--- config.mk ---
export PLATFORM = sky130hd
export DESIGN_NAME = register_frame_link_master_flat
export DESIGN_NICKNAME = d
export VERILOG_FILES = /design/src/hdl/rflm_pkg.sv /design/src/hdl/rflm_if.sv /design/src/hdl/rflm_ram.sv /design/src/hdl/rflm_out_stage.sv /design/src/hdl/register_frame_link_master.sv /design/src/flat_wrapper.sv
export SDC_FILE = /design/constraint.sdc
export NUM_CORES = 1
export LEC_CHECK = 0
export BUFFER_PORTS_ARGS = -buffer_cell sky130_fd_sc_hd__buf_2
export CORE_UTILIZATION = 55
export DETAILED_ROUTE_END_ITERATION = 12
export PLACE_DENSITY = 0.73
export SLEW_MARGIN = 20
export SYNTH_ARGS = -nofsm -noshare
export SYNTH_HDL_FRONTEND = slang
export SYNTH_SLANG_ARGS = --single-unit
export TNS_END_PERCENT = 100
--- constraint.sdc ---
create_clock -name i_clk -period 7.2 [get_ports i_clk]
set_input_delay 1.44 -clock i_clk [delete_from_list [all_inputs] [get_ports i_clk]]
set_output_delay 1.44 -clock i_clk [all_outputs]
set_load 0.01 [all_outputs]
--- src/hdl/rflm_pkg.sv ---
// ----------------------------------------------------------------------------
// rflm_pkg: shared types and constants of the register frame link master
// Item and result layouts, opcodes, status codes and frame byte helpers.
// ----------------------------------------------------------------------------
`default_nettype none

package rflm_pkg;

    localparam int MAX_READ_BYTES_DEF  = 32;
    localparam int MAX_WRITE_BYTES_DEF = 4;

    typedef enum logic [1:0] {
        OP_READ    = 2'd0,
        OP_WRITE   = 2'd1,
        OP_RXBYTE  = 2'd2,
        OP_TIMEOUT = 2'd3
    } t_op;

    typedef enum logic [1:0] {
        KIND_TX     = 2'd0,
        KIND_DATA   = 2'd1,
        KIND_STATUS = 2'd2
    } t_kind;

    typedef enum logic [2:0] {
        ST_OK       = 3'd0,
        ST_NO_RESP  = 3'd1,
        ST_ODD_ADDR = 3'd2,
        ST_NACK     = 3'd3,
        ST_CKSUM    = 3'd4,
        ST_UNKNOWN  = 3'd5,
        ST_BUSY     = 3'd6
    } t_status;

    typedef enum logic [1:0] {
        PH_IDLE  = 2'd0,
        PH_READ  = 2'd1,
        PH_WRITE = 2'd2
    } t_phase;

    typedef enum logic [2:0] {
        S_IDLE,
        S_FRAME,
        S_JUDGE,
        S_RDREQ,
        S_DATA,
        S_STATUS
    } t_state;

    localparam logic [7:0] SOF_BYTE    = 8'hA5;
    localparam logic [7:0] READ_LEN    = 8'h08;
    localparam logic [7:0] SET_PTR     = 8'h41;
    localparam logic [7:0] PTR_HIGH    = 8'h00;
    localparam logic [7:0] CMD_READ    = 8'h4E;
    localparam logic [7:0] CMD_WRITE   = 8'h4D;
    localparam logic [7:0] ACK_BYTE    = 8'h06;
    localparam logic [7:0] NACK_BYTE   = 8'h15;

    typedef struct packed {
        logic [1:0]  op;
        logic [7:0]  reg_addr;
        logic [5:0]  byte_count;
        logic [31:0] write_value;
        logic [7:0]  rx_byte;
    } t_in_item;

    typedef struct packed {
        logic [1:0]  out_kind;
        logic [7:0]  out_byte;
        logic [2:0]  status;
        logic [15:0] nack_total;
        logic [15:0] checksum_error_total;
        logic [15:0] no_response_total;
        logic        last;
    } t_result;

    // Header and value bytes of a frame; the trailing sum is added by the caller.
    function automatic logic [7:0] frame_byte(
        input logic [3:0]  idx,
        input logic        is_write,
        input logic [7:0]  addr,
        input logic [5:0]  cnt,
        input logic [31:0] value
    );
        logic [7:0] b;
        begin
            case (idx)
                4'd0:    b = SOF_BYTE;
                4'd1:    b = is_write ? ({2'b00, cnt} + 8'd8) : READ_LEN;
                4'd2:    b = SET_PTR;
                4'd3:    b = PTR_HIGH;
                4'd4:    b = addr;
                4'd5:    b = is_write ? CMD_WRITE : CMD_READ;
                4'd6:    b = {2'b00, cnt};
                4'd7:    b = value[7:0];
                4'd8:    b = value[15:8];
                4'd9:    b = value[23:16];
                4'd10:   b = value[31:24];
                default: b = 8'h00;
            endcase
            frame_byte = b;
        end
    endfunction

endpackage

`default_nettype wire

--- src/hdl/rflm_if.sv ---
// ----------------------------------------------------------------------------
// rflm_if: valid/ready channels of the register frame link master
// One interface for request words and one for result words.
// ----------------------------------------------------------------------------
`default_nettype none

interface rflm_in_if;
    logic               valid;
    logic               ready;
    rflm_pkg::t_in_item data;

    modport source (output valid, output data, input ready);
    modport sink   (input valid, input data, output ready);
endinterface

interface rflm_out_if;
    logic              valid;
    logic              ready;
    rflm_pkg::t_result data;

    modport source (output valid, output data, input ready);
    modport sink   (input valid, input data, output ready);
endinterface

`default_nettype wire

--- src/hdl/rflm_ram.sv ---
// ----------------------------------------------------------------------------
// rflm_ram: generic single-port-write, single-port-read RAM
// One write and one registered read per cycle.
// ----------------------------------------------------------------------------
`default_nettype none

module rflm_ram #(
    parameter int WIDTH = 8,
    parameter int DEPTH = 36
) (
    input  wire logic                     i_clk,
    input  wire logic                     i_wr_en,
    input  wire logic [$clog2(DEPTH)-1:0] i_wr_addr,
    input  wire logic [WIDTH-1:0]         i_wr_data,
    input  wire logic                     i_rd_en,
    input  wire logic [$clog2(DEPTH)-1:0] i_rd_addr,
    output logic      [WIDTH-1:0]         o_rd_data
);

    logic [WIDTH-1:0] r_mem [DEPTH];
    logic [WIDTH-1:0] r_rd_data;

    always_ff @(posedge i_clk) begin
        if (i_wr_en) begin
            r_mem[i_wr_addr] <= i_wr_data;
        end
        if (i_rd_en) begin
            r_rd_data <= r_mem[i_rd_addr];
        end
    end

    assign o_rd_data = r_rd_data;

endmodule

`default_nettype wire

--- src/hdl/rflm_out_stage.sv ---
// ----------------------------------------------------------------------------
// rflm_out_stage: result output register
// Holds one result word so that the controller runs ahead of the consumer.
// ----------------------------------------------------------------------------
`default_nettype none

module rflm_out_stage (
    input  wire logic              i_clk,
    input  wire logic              i_rst_n,
    input  wire logic              i_valid,
    input  wire rflm_pkg::t_result i_data,
    output logic                   o_ready,
    rflm_out_if.source             o_out
);

    logic              r_valid;
    logic              n_valid;
    rflm_pkg::t_result r_data;

    assign o_ready = !r_valid || o_out.ready;
    assign n_valid = i_valid || (r_valid && !o_out.ready);

    always_ff @(posedge i_clk) begin
        if (!i_rst_n) begin
            r_valid <= 1'b0;
        end else begin
            r_valid <= n_valid;
        end
    end

    always_ff @(posedge i_clk) begin
        if (i_valid && o_ready) begin
            r_data <= i_data;
        end
    end

    assign o_out.valid = r_valid;
    assign o_out.data  = r_data;

endmodule

`default_nettype wire

--- src/hdl/register_frame_link_master.sv ---
// ----------------------------------------------------------------------------
// register_frame_link_master: host side of a byte-framed register link
// Builds request frames, collects the response into a buffer RAM, judges it
// and replays verified read data, keeping error counters.
// ----------------------------------------------------------------------------
//  Channel   Direction  Words carried
//  i_in      sink       op, reg_addr, byte_count, write_value, rx_byte
//  o_out     source     out_kind, out_byte, status, three totals, last
//
//  A request word is taken in the idle state; its frame then leaves at one
//  word a cycle while the output accepts (8 words for a read, 8 + count for
//  a write), or one status word. Received bytes and timeouts are taken in
//  idle; a word ending collection passes the judging state, a read-request
//  and a data state per data word (registered RAM read), the status state.
//  Reset is synchronous and needs no clearing pass; the buffer is only read
//  where it was written. A stalled output holds the controller in place.
// ----------------------------------------------------------------------------
`default_nettype none

module register_frame_link_master #(
    parameter int MAX_READ_BYTES  = rflm_pkg::MAX_READ_BYTES_DEF,
    parameter int MAX_WRITE_BYTES = rflm_pkg::MAX_WRITE_BYTES_DEF
) (
    input  wire logic  i_clk,
    input  wire logic  i_rst_n,
    rflm_in_if.sink    i_in,
    rflm_out_if.source o_out
);

    localparam int RBUF_LEN = MAX_READ_BYTES + 4;
    localparam int ADDR_W   = $clog2(RBUF_LEN);
    localparam int RCNT_W   = $clog2(RBUF_LEN + 1);
    localparam logic [5:0]        MAX_RD = 6'(MAX_READ_BYTES);
    localparam logic [5:0]        MAX_WR = 6'(MAX_WRITE_BYTES);
    localparam logic [RCNT_W-1:0] ONE    = RCNT_W'(1);
    localparam logic [RCNT_W-1:0] TWO    = RCNT_W'(2);
    localparam logic [RCNT_W-1:0] THREE  = RCNT_W'(3);

    rflm_pkg::t_state  r_state,   n_state;
    rflm_pkg::t_phase  r_phase,   n_phase;
    rflm_pkg::t_status r_status,  n_status;
    logic [5:0]        r_pending, n_pending;
    logic [RCNT_W-1:0] r_rcvd,    n_rcvd;
    logic [7:0]        r_first,   n_first;
    logic [7:0]        r_last,    n_last;
    logic [7:0]        r_sum,     n_sum;
    logic [15:0]       r_nack,    n_nack;
    logic [15:0]       r_chk,     n_chk;
    logic [15:0]       r_nores,   n_nores;
    logic              r_is_wr,   n_is_wr;
    logic [7:0]        r_addr,    n_addr;
    logic [5:0]        r_cnt,     n_cnt;
    logic [31:0]       r_value,   n_value;
    logic [3:0]        r_fidx,    n_fidx;
    logic [3:0]        r_flast,   n_flast;
    logic [7:0]        r_fsum,    n_fsum;
    logic [RCNT_W-1:0] r_rd_idx,  n_rd_idx;
    logic [RCNT_W-1:0] r_rd_end,  n_rd_end;

    logic              w_slot;
    logic              w_emit;
    rflm_pkg::t_result w_res;
    logic              w_wr_en;
    logic              w_rd_en;
    logic [7:0]        w_rd_data;

    rflm_ram #(
        .WIDTH (8),
        .DEPTH (RBUF_LEN)
    ) u_rbuf (
        .i_clk     (i_clk),
        .i_wr_en   (w_wr_en),
        .i_wr_addr (r_rcvd[ADDR_W-1:0]),
        .i_wr_data (i_in.data.rx_byte),
        .i_rd_en   (w_rd_en),
        .i_rd_addr (r_rd_idx[ADDR_W-1:0]),
        .o_rd_data (w_rd_data)
    );

    rflm_out_stage u_out (
        .i_clk   (i_clk),
        .i_rst_n (i_rst_n),
        .i_valid (w_emit),
        .i_data  (w_res),
        .o_ready (w_slot),
        .o_out   (o_out)
    );

    assign i_in.ready = (r_state == rflm_pkg::S_IDLE);

    always_ff @(posedge i_clk) begin
        if (!i_rst_n) begin
            r_state   <= rflm_pkg::S_IDLE;
            r_phase   <= rflm_pkg::PH_IDLE;
            r_pending <= '0;
            r_rcvd    <= '0;
            r_nack    <= '0;
            r_chk     <= '0;
            r_nores   <= '0;
        end else begin
            r_state   <= n_state;
            r_phase   <= n_phase;
            r_pending <= n_pending;
            r_rcvd    <= n_rcvd;
            r_nack    <= n_nack;
            r_chk     <= n_chk;
            r_nores   <= n_nores;
        end
    end

    always_ff @(posedge i_clk) begin
        r_status <= n_status;
        r_first  <= n_first;
        r_last   <= n_last;
        r_sum    <= n_sum;
        r_is_wr  <= n_is_wr;
        r_addr   <= n_addr;
        r_cnt    <= n_cnt;
        r_value  <= n_value;
        r_fidx   <= n_fidx;
        r_flast  <= n_flast;
        r_fsum   <= n_fsum;
        r_rd_idx <= n_rd_idx;
        r_rd_end <= n_rd_end;
    end

    always_comb begin
        logic              acc;
        logic [5:0]        cnt_rd;
        logic [5:0]        cnt_wr;
        logic [RCNT_W-1:0] limit;
        logic [RCNT_W-1:0] rcvd_inc;
        logic [RCNT_W-1:0] data_end;
        logic [7:0]        fbyte;

        n_state   = r_state;
        n_phase   = r_phase;
        n_status  = r_status;
        n_pending = r_pending;
        n_rcvd    = r_rcvd;
        n_first   = r_first;
        n_last    = r_last;
        n_sum     = r_sum;
        n_nack    = r_nack;
        n_chk     = r_chk;
        n_nores   = r_nores;
        n_is_wr   = r_is_wr;
        n_addr    = r_addr;
        n_cnt     = r_cnt;
        n_value   = r_value;
        n_fidx    = r_fidx;
        n_flast   = r_flast;
        n_fsum    = r_fsum;
        n_rd_idx  = r_rd_idx;
        n_rd_end  = r_rd_end;
        w_emit    = 1'b0;
        w_wr_en   = 1'b0;
        w_rd_en   = 1'b0;

        acc      = i_in.valid && (r_state == rflm_pkg::S_IDLE);
        cnt_rd   = (i_in.data.byte_count > MAX_RD) ? MAX_RD : i_in.data.byte_count;
        cnt_wr   = (i_in.data.byte_count == 6'd0) ? 6'd1 :
                   ((i_in.data.byte_count > MAX_WR) ? MAX_WR : i_in.data.byte_count);
        limit    = (r_phase == rflm_pkg::PH_READ) ?
                   (RCNT_W'(r_pending) + RCNT_W'(4)) : TWO;
        rcvd_inc = r_rcvd + ONE;
        data_end = ((r_rcvd - ONE) < (RCNT_W'(r_pending) + TWO)) ?
                   (r_rcvd - ONE) : (RCNT_W'(r_pending) + TWO);
        fbyte    = (r_fidx == r_flast) ? r_fsum :
                   rflm_pkg::frame_byte(r_fidx, r_is_wr, r_addr, r_cnt, r_value);

        w_res.out_kind             = rflm_pkg::KIND_STATUS;
        w_res.out_byte             = 8'h00;
        w_res.status               = r_status;
        w_res.nack_total           = r_nack;
        w_res.checksum_error_total = r_chk;
        w_res.no_response_total    = r_nores;
        w_res.last                 = 1'b1;

        case (r_state)
            rflm_pkg::S_IDLE: begin
                if (acc) begin
                    case (rflm_pkg::t_op'(i_in.data.op))
                        rflm_pkg::OP_READ, rflm_pkg::OP_WRITE: begin
                            if (r_phase != rflm_pkg::PH_IDLE) begin
                                n_status = rflm_pkg::ST_BUSY;
                                n_state  = rflm_pkg::S_STATUS;
                            end else if (i_in.data.reg_addr[0]) begin
                                n_nack   = r_nack + 16'd1;
                                n_status = rflm_pkg::ST_ODD_ADDR;
                                n_state  = rflm_pkg::S_STATUS;
                            end else begin
                                n_is_wr   = (rflm_pkg::t_op'(i_in.data.op) ==
                                             rflm_pkg::OP_WRITE);
                                n_cnt     = n_is_wr ? cnt_wr : cnt_rd;
                                n_addr    = i_in.data.reg_addr;
                                n_value   = i_in.data.write_value;
                                n_fidx    = 4'd0;
                                n_flast   = n_is_wr ? (4'd7 + n_cnt[3:0]) : 4'd7;
                                n_fsum    = 8'h00;
                                n_phase   = n_is_wr ? rflm_pkg::PH_WRITE :
                                                      rflm_pkg::PH_READ;
                                n_pending = n_cnt;
                                n_rcvd    = '0;
                                n_sum     = 8'h00;
                                n_state   = rflm_pkg::S_FRAME;
                            end
                        end
                        rflm_pkg::OP_RXBYTE: begin
                            if (r_phase != rflm_pkg::PH_IDLE) begin
                                w_wr_en = 1'b1;
                                n_rcvd  = rcvd_inc;
                                n_sum   = r_sum + i_in.data.rx_byte;
                                n_last  = i_in.data.rx_byte;
                                if (r_rcvd == '0) begin
                                    n_first = i_in.data.rx_byte;
                                end
                                if (rcvd_inc >= limit) begin
                                    n_state = rflm_pkg::S_JUDGE;
                                end
                            end
                        end
                        default: begin
                            if (r_phase != rflm_pkg::PH_IDLE) begin
                                n_state = rflm_pkg::S_JUDGE;
                            end
                        end
                    endcase
                end
            end
            rflm_pkg::S_FRAME: begin
                w_res.out_kind = rflm_pkg::KIND_TX;
                w_res.out_byte = fbyte;
                w_res.status   = rflm_pkg::ST_OK;
                w_res.last     = (r_fidx == r_flast);
                if (w_slot) begin
                    w_emit = 1'b1;
                    n_fsum = r_fsum + fbyte;
                    n_fidx = r_fidx + 4'd1;
                    if (r_fidx == r_flast) begin
                        n_state = rflm_pkg::S_IDLE;
                    end
                end
            end
            rflm_pkg::S_JUDGE: begin
                // The running sum covers every byte, so the checked sum drops the last one.
                n_state = rflm_pkg::S_STATUS;
                if (r_rcvd == '0) begin
                    n_nores  = r_nores + 16'd1;
                    n_status = rflm_pkg::ST_NO_RESP;
                end else if (r_phase == rflm_pkg::PH_READ && r_rcvd >= THREE &&
                             r_first == rflm_pkg::ACK_BYTE) begin
                    if ((r_sum - r_last) == r_last) begin
                        n_status = rflm_pkg::ST_OK;
                        n_rd_idx = TWO;
                        n_rd_end = data_end;
                        if (data_end > TWO) begin
                            n_state = rflm_pkg::S_RDREQ;
                        end
                    end else begin
                        n_chk    = r_chk + 16'd1;
                        n_status = rflm_pkg::ST_CKSUM;
                    end
                end else if (r_phase == rflm_pkg::PH_WRITE &&
                             r_first == rflm_pkg::ACK_BYTE) begin
                    n_status = rflm_pkg::ST_OK;
                end else if (r_first == rflm_pkg::NACK_BYTE) begin
                    n_nack   = r_nack + 16'd1;
                    n_status = rflm_pkg::ST_NACK;
                end else begin
                    n_status = rflm_pkg::ST_UNKNOWN;
                end
                n_phase = rflm_pkg::PH_IDLE;
                n_rcvd  = '0;
            end
            rflm_pkg::S_RDREQ: begin
                w_rd_en = 1'b1;
                n_state = rflm_pkg::S_DATA;
            end
            rflm_pkg::S_DATA: begin
                w_res.out_kind = rflm_pkg::KIND_DATA;
                w_res.out_byte = w_rd_data;
                w_res.status   = rflm_pkg::ST_OK;
                w_res.last     = 1'b0;
                if (w_slot) begin
                    w_emit   = 1'b1;
                    n_rd_idx = r_rd_idx + ONE;
                    n_state  = ((r_rd_idx + ONE) == r_rd_end) ? rflm_pkg::S_STATUS :
                                                                 rflm_pkg::S_RDREQ;
                end
            end
            rflm_pkg::S_STATUS: begin
                if (w_slot) begin
                    w_emit  = 1'b1;
                    n_state = rflm_pkg::S_IDLE;
                end
            end
            default: begin
                n_state = rflm_pkg::S_IDLE;
            end
        endcase
    end

    a_judge_clears: assert property (@(posedge i_clk) disable iff (!i_rst_n)
        (r_state == rflm_pkg::S_JUDGE) |=> (r_phase == rflm_pkg::PH_IDLE && r_rcvd == '0))
        else $error("collection state not cleared after judging");

    a_rcvd_bound: assert property (@(posedge i_clk) disable iff (!i_rst_n)
        (r_phase == rflm_pkg::PH_READ) |-> (r_rcvd <= RCNT_W'(r_pending) + RCNT_W'(4)))
        else $error("response count beyond collection limit");

    a_data_only_ok: assert property (@(posedge i_clk) disable iff (!i_rst_n)
        (w_emit && r_state == rflm_pkg::S_DATA) |-> (r_status == rflm_pkg::ST_OK))
        else $error("read data word emitted for an unverified response");

    a_chk_by_judge: assert property (@(posedge i_clk) disable iff (!i_rst_n)
        (r_chk != $past(r_chk)) |-> ($past(r_state) == rflm_pkg::S_JUDGE))
        else $error("checksum error total changed outside judging");

    a_idle_empty: assert property (@(posedge i_clk) disable iff (!i_rst_n)
        (r_phase == rflm_pkg::PH_IDLE) |-> (r_rcvd == '0))
        else $error("bytes counted while no transaction is open");

endmodule

`default_nettype wire
--- src/flat_wrapper.sv ---
// flat-port wrapper written by rule: the top's interface ports become plain ports
module register_frame_link_master_flat 
#(
    parameter int MAX_READ_BYTES  = rflm_pkg::MAX_READ_BYTES_DEF,
    parameter int MAX_WRITE_BYTES = rflm_pkg::MAX_WRITE_BYTES_DEF
)
  (i_clk, i_rst_n, i_in_valid, i_in_data, i_in_ready, o_out_valid, o_out_data, o_out_ready);
  rflm_in_if i_in_i ();
  rflm_out_if o_out_i ();
  input  wire logic i_clk;
  input  wire logic i_rst_n;
  input wire logic [$bits(i_in_i.valid)-1:0] i_in_valid;
  input wire logic [$bits(i_in_i.data)-1:0] i_in_data;
  output wire logic [$bits(i_in_i.ready)-1:0] i_in_ready;
  output wire logic [$bits(o_out_i.valid)-1:0] o_out_valid;
  output wire logic [$bits(o_out_i.data)-1:0] o_out_data;
  input wire logic [$bits(o_out_i.ready)-1:0] o_out_ready;
  assign i_in_i.valid = i_in_valid;
  assign i_in_i.data = i_in_data;
  assign i_in_ready = i_in_i.ready;
  assign o_out_valid = o_out_i.valid;
  assign o_out_data = o_out_i.data;
  assign o_out_i.ready = o_out_ready;
  register_frame_link_master #(.MAX_READ_BYTES(MAX_READ_BYTES), .MAX_WRITE_BYTES(MAX_WRITE_BYTES)) u_core (.i_clk(i_clk), .i_rst_n(i_rst_n), .i_in(i_in_i), .o_out(o_out_i));
endmodule
==> impl_metrics.json <==
{
  "grt_use_met2_pct": 36.4,
  "ys_seq_area_share_pct": 67.8,
  "grt_max_degree": 75,
  "timing.rr.end": "u_core.r_fsum[6]",
  "slew_headroom_pct": 23.6,
  "cts_tree": "built",
  "clk_path_buf_depth": 3,
  "track_usage_pct": 23.4,
  "grt.busiest_layer": "met2",
  "worstPathMaxFanout": 21,
  "io_buffer_count": 123,
  "grt_pass1_vias": 12400,
  "n_antenna_cell": 0,
  "dpl.hpwl_mm": 30.3,
  "cp-end-kind": "flip-flop",
  "met1_usage_pct": 34.2,
  "synth_top_flop_cell": "edfxtp_1",
  "fin_nets": 1674,
  "rrSetupSlack_ns": 3.30,
  "vdd_ir_drop_max_uv": 211,
  "coreArea_mm2": 0.0398,
  "syn-cell-area_mm2": 0.0222,
  "finalHoldViolCount": 0,
  "holdBufCountCts": 0,
  "post-route-period-util_pct": 54.2,
  "regToRegStartpoint": "u_core.r_fidx[2]",
  "synth_area_per_cell_um2": 15.4,
  "fp.dieArea_mm2": 0.0412,
  "setup_viol": 0,
  "clock_skew_ns": 0.0249,
  "drt_iter0_markers": 1116,
  "gp_congestion": 0.850,
  "required_ns": 7.51,
  "place_inst": 2035,
  "grt_pass1_wl_mm": 72.7,
  "r2r_cells": 12,
  "hold_class": "flip-flop to flip-flop",
  "synthArstFlopShare_pct": 0,
  "yosysWarnings": 0,
  "min_period_ns": 3.90,
  "path_clk_slew_ns": 0.06,
  "initial_core_util_pct": 55.8,
  "io_pins": 124,
  "critPathKind": "flip-flop to flip-flop",
  "drv_cap": 0,
  "min_path_cells": 0,
  "drv_slew": 0,
  "critPathArrivalTime_ns": 4.21,
  "synth_edf_count": 458,
  "numCtsBuffers": 51,
  "num_vias": 12800,
  "syn_nets": 1553,
  "wl_per_cell_um": 22.1,
  "yosysUniqueCellTypes": 73,
  "die_w_um": 203,
  "antenna_found_initial": 0,
  "row_count": 73,
  "ys_seq_elements": 524,
  "overflow": 0,
  "ant_nets": 0,
  "min_from": "u_core.r_nores[15]",
  "clk_root_buffer_cell": "clkbuf_16",
  "final_cells": 2132,
  "chipHeight_um": 203,
  "rsz0062_at_grt": "false",
  "area_growth_pct": 12.3,
  "status": "finished clean",
  "post_cts_buffers": 0,
  "drc_errors": 0,
  "via_per_inst": 6.00,
  "routed_wl_mm": 47.1,
  "p_per_area_mw_per_mm2": 293,
  "worstMarginPinSlew_ns": 1.14,
  "cts_resized": 0,
  "max_freq_mhz": 256,
  "syn_inst": 1443,
  "hold_slack_ns": 0.452,
  "h-tree-depth": 2,
  "drt_pass1_iterations": 7,
  "cp-start-kind": "flip-flop",
  "drive_above_1_share_pct": 19.9,
  "grt_use_met3_pct": 4.46,
  "clock_sinks": 524,
  "min_to": "u_core.u_out.o_out.data[16]",
  "fin_tns_setup_ns": 0,
  "clkLatencyLatePin_ns": 0.59,
  "cellLeakagePower_uw": 0.00857
}
## worst max-delay path, stage by stage, from the launching register on
cell	delay, ns
edfxtp_1	0.75
xnor2_1	0.19
nand4_1	0.72
nor2_1	0.30
a21oi_1	0.09
ha_1	0.30
fa_1	0.44
a21oi_1	0.16
o21bai_1	0.11
a21o_1	0.19
a21oi_1	0.17
xor2_1	0.15
nor2_1	0.05
## placed cells by master (no fill, tap or decap), types with 7 or more instances in the layout
| cell | Yosys | final |
|---|---|---|
| nand2_1 | 59 | 59 |
| a21oi_1 | 63 | 63 |
| nor2b_1 | 12 | 12 |
| ha_1 | 47 | 47 |
| or4_1 | 13 | 13 |
| a21o_1 | 8 | 8 |
| nand3_1 | 40 | 40 |
| inv_1 | 42 | 40 |
| nor3b_1 | 7 | 7 |
| or3_1 | 13 | 13 |
| and3_1 | 19 | 19 |
| clkinv_1 | 1 | 13 |
| o22ai_1 | 8 | 8 |
| o21ai_0 | 32 | 32 |
| mux4_2 | 88 | 88 |
| xor2_1 | 39 | 39 |
| dfxtp_1 | 66 | 66 |
| xnor2_1 | 43 | 43 |
| clkbuf_16 | 0 | 52 |
| a222oi_1 | 8 | 8 |
| nand2b_1 | 23 | 23 |
| edfxtp_1 | 458 | 458 |
| buf_4 | 1 | 11 |
| o31ai_1 | 9 | 9 |
| nor3_1 | 27 | 25 |
| clkinv_2 | 0 | 11 |
| mux2i_1 | 22 | 22 |
| buf_2 | 9 | 123 |
| nand4_1 | 11 | 11 |
| a22o_1 | 9 | 9 |
| nor2_1 | 134 | 134 |
## power by group
group          switching [uW]  leakage [uW]  internal (uW)  total (uW)
registers                 110       0.00469           3540        3650
clock network            1110      0.000804           1480        2590
logic                     654       0.00307            424        1080
total                    1870       0.00857           5440        7310
## worst max-delay path by stage
stage                startpoint                    endpoint  slack [ns]  depth (start not counted)
4_1_cts        u_core.r_fidx[2]            u_core.r_fsum[7]        3.34                         11
3_5_place_dp      i_in_data[54]  u_core.u_rbuf.r_mem[34][3]        2.80                          5
6_report       u_core.r_fidx[2]            u_core.r_fsum[6]        3.30                         12
5_1_grt        u_core.r_fidx[2]            u_core.r_fsum[7]        2.88                         11
2_1_floorplan       o_out_ready  u_core.u_out.o_out.data[0]        0.90                          2
3_3_place_gp      i_in_data[54]  u_core.u_rbuf.r_mem[15][4]        2.96                          5
## per-stage QoR
stage          area (um2)  setup WS [ns]  power (uW)  utilization (%)
2_1_floorplan       22200          0.896        4430                -
6_report            25000           3.30        7310             62.7
3_3_place_gp        23300           2.96        4760             58.5
3_5_place_dp        23300           2.80        4780             58.5
5_1_grt             25000           2.88        7600             62.7
4_1_cts             25000           3.34        7360             62.7
## synth_stat cells, types with 23 or more instances
cell type,instances,share of area [%]
a21oi_1,63,1.4
clkbuf_1,48,0.81
dfxtp_1,66,5.9
edfxtp_1,458,62
ha_1,47,2.6
inv_1,42,0.71
mux4_2,88,8.9
nand2_1,59,1.0
nand2b_1,23,0.65
nand3_1,40,0.90
nor2_1,134,2.3
nor3_1,27,0.61
o21ai_0,32,0.72
xnor2_1,43,1.7
xor2_1,39,1.5
## routing by layer
layer,wire length (um),vias up,part of all wire (%)
met5,0,-,0
met4,1090,0,2.3
met3,3400,68,7.2
met2,22000,535,47
met1,20600,6355,44
li1,-,5826,-
## registers in the layout (all words and copies together), names as in the netlist, 7 cells and up
name / cells
u_core.u_rbuf.r_mem: 288
u_core.u_out.o_out.data: 62
u_core.r_value: 32
u_core.r_chk: 16
u_core.r_nack: 16
u_core.r_nores: 16
u_core.r_first: 8
u_core.r_fsum: 8
u_core.r_sum: 8
u_core.u_rbuf.o_rd_data: 8
u_core.r_addr: 7
u_core.r_last: 7
## final cells by class
type / instances / area [um2]
clock buffer: 63 / 1390
clock inverter: 33 / 254
fill: 2851 / 14800
inverter: 44 / 165
multi-input combinational: 808 / 6720
sequential: 524 / 15100
tap: 525 / 657
timing repair buffer: 135 / 713
## kinds of logic after synthesis
| logic type | share of synthesized area [%] |
|---|---|
| buffers and inverters | 2.05 |
| and+or+nand+nor | 8.59 |
| xor gates and xnor gates | 3.23 |
| adders and majority gates | 2.91 |
| DFF | 67.8 |
| AOI/OAI and AO/OA | 5.49 |
| muxes | 9.95 |
Note: power is estimated with default switching activity, not from simulation.
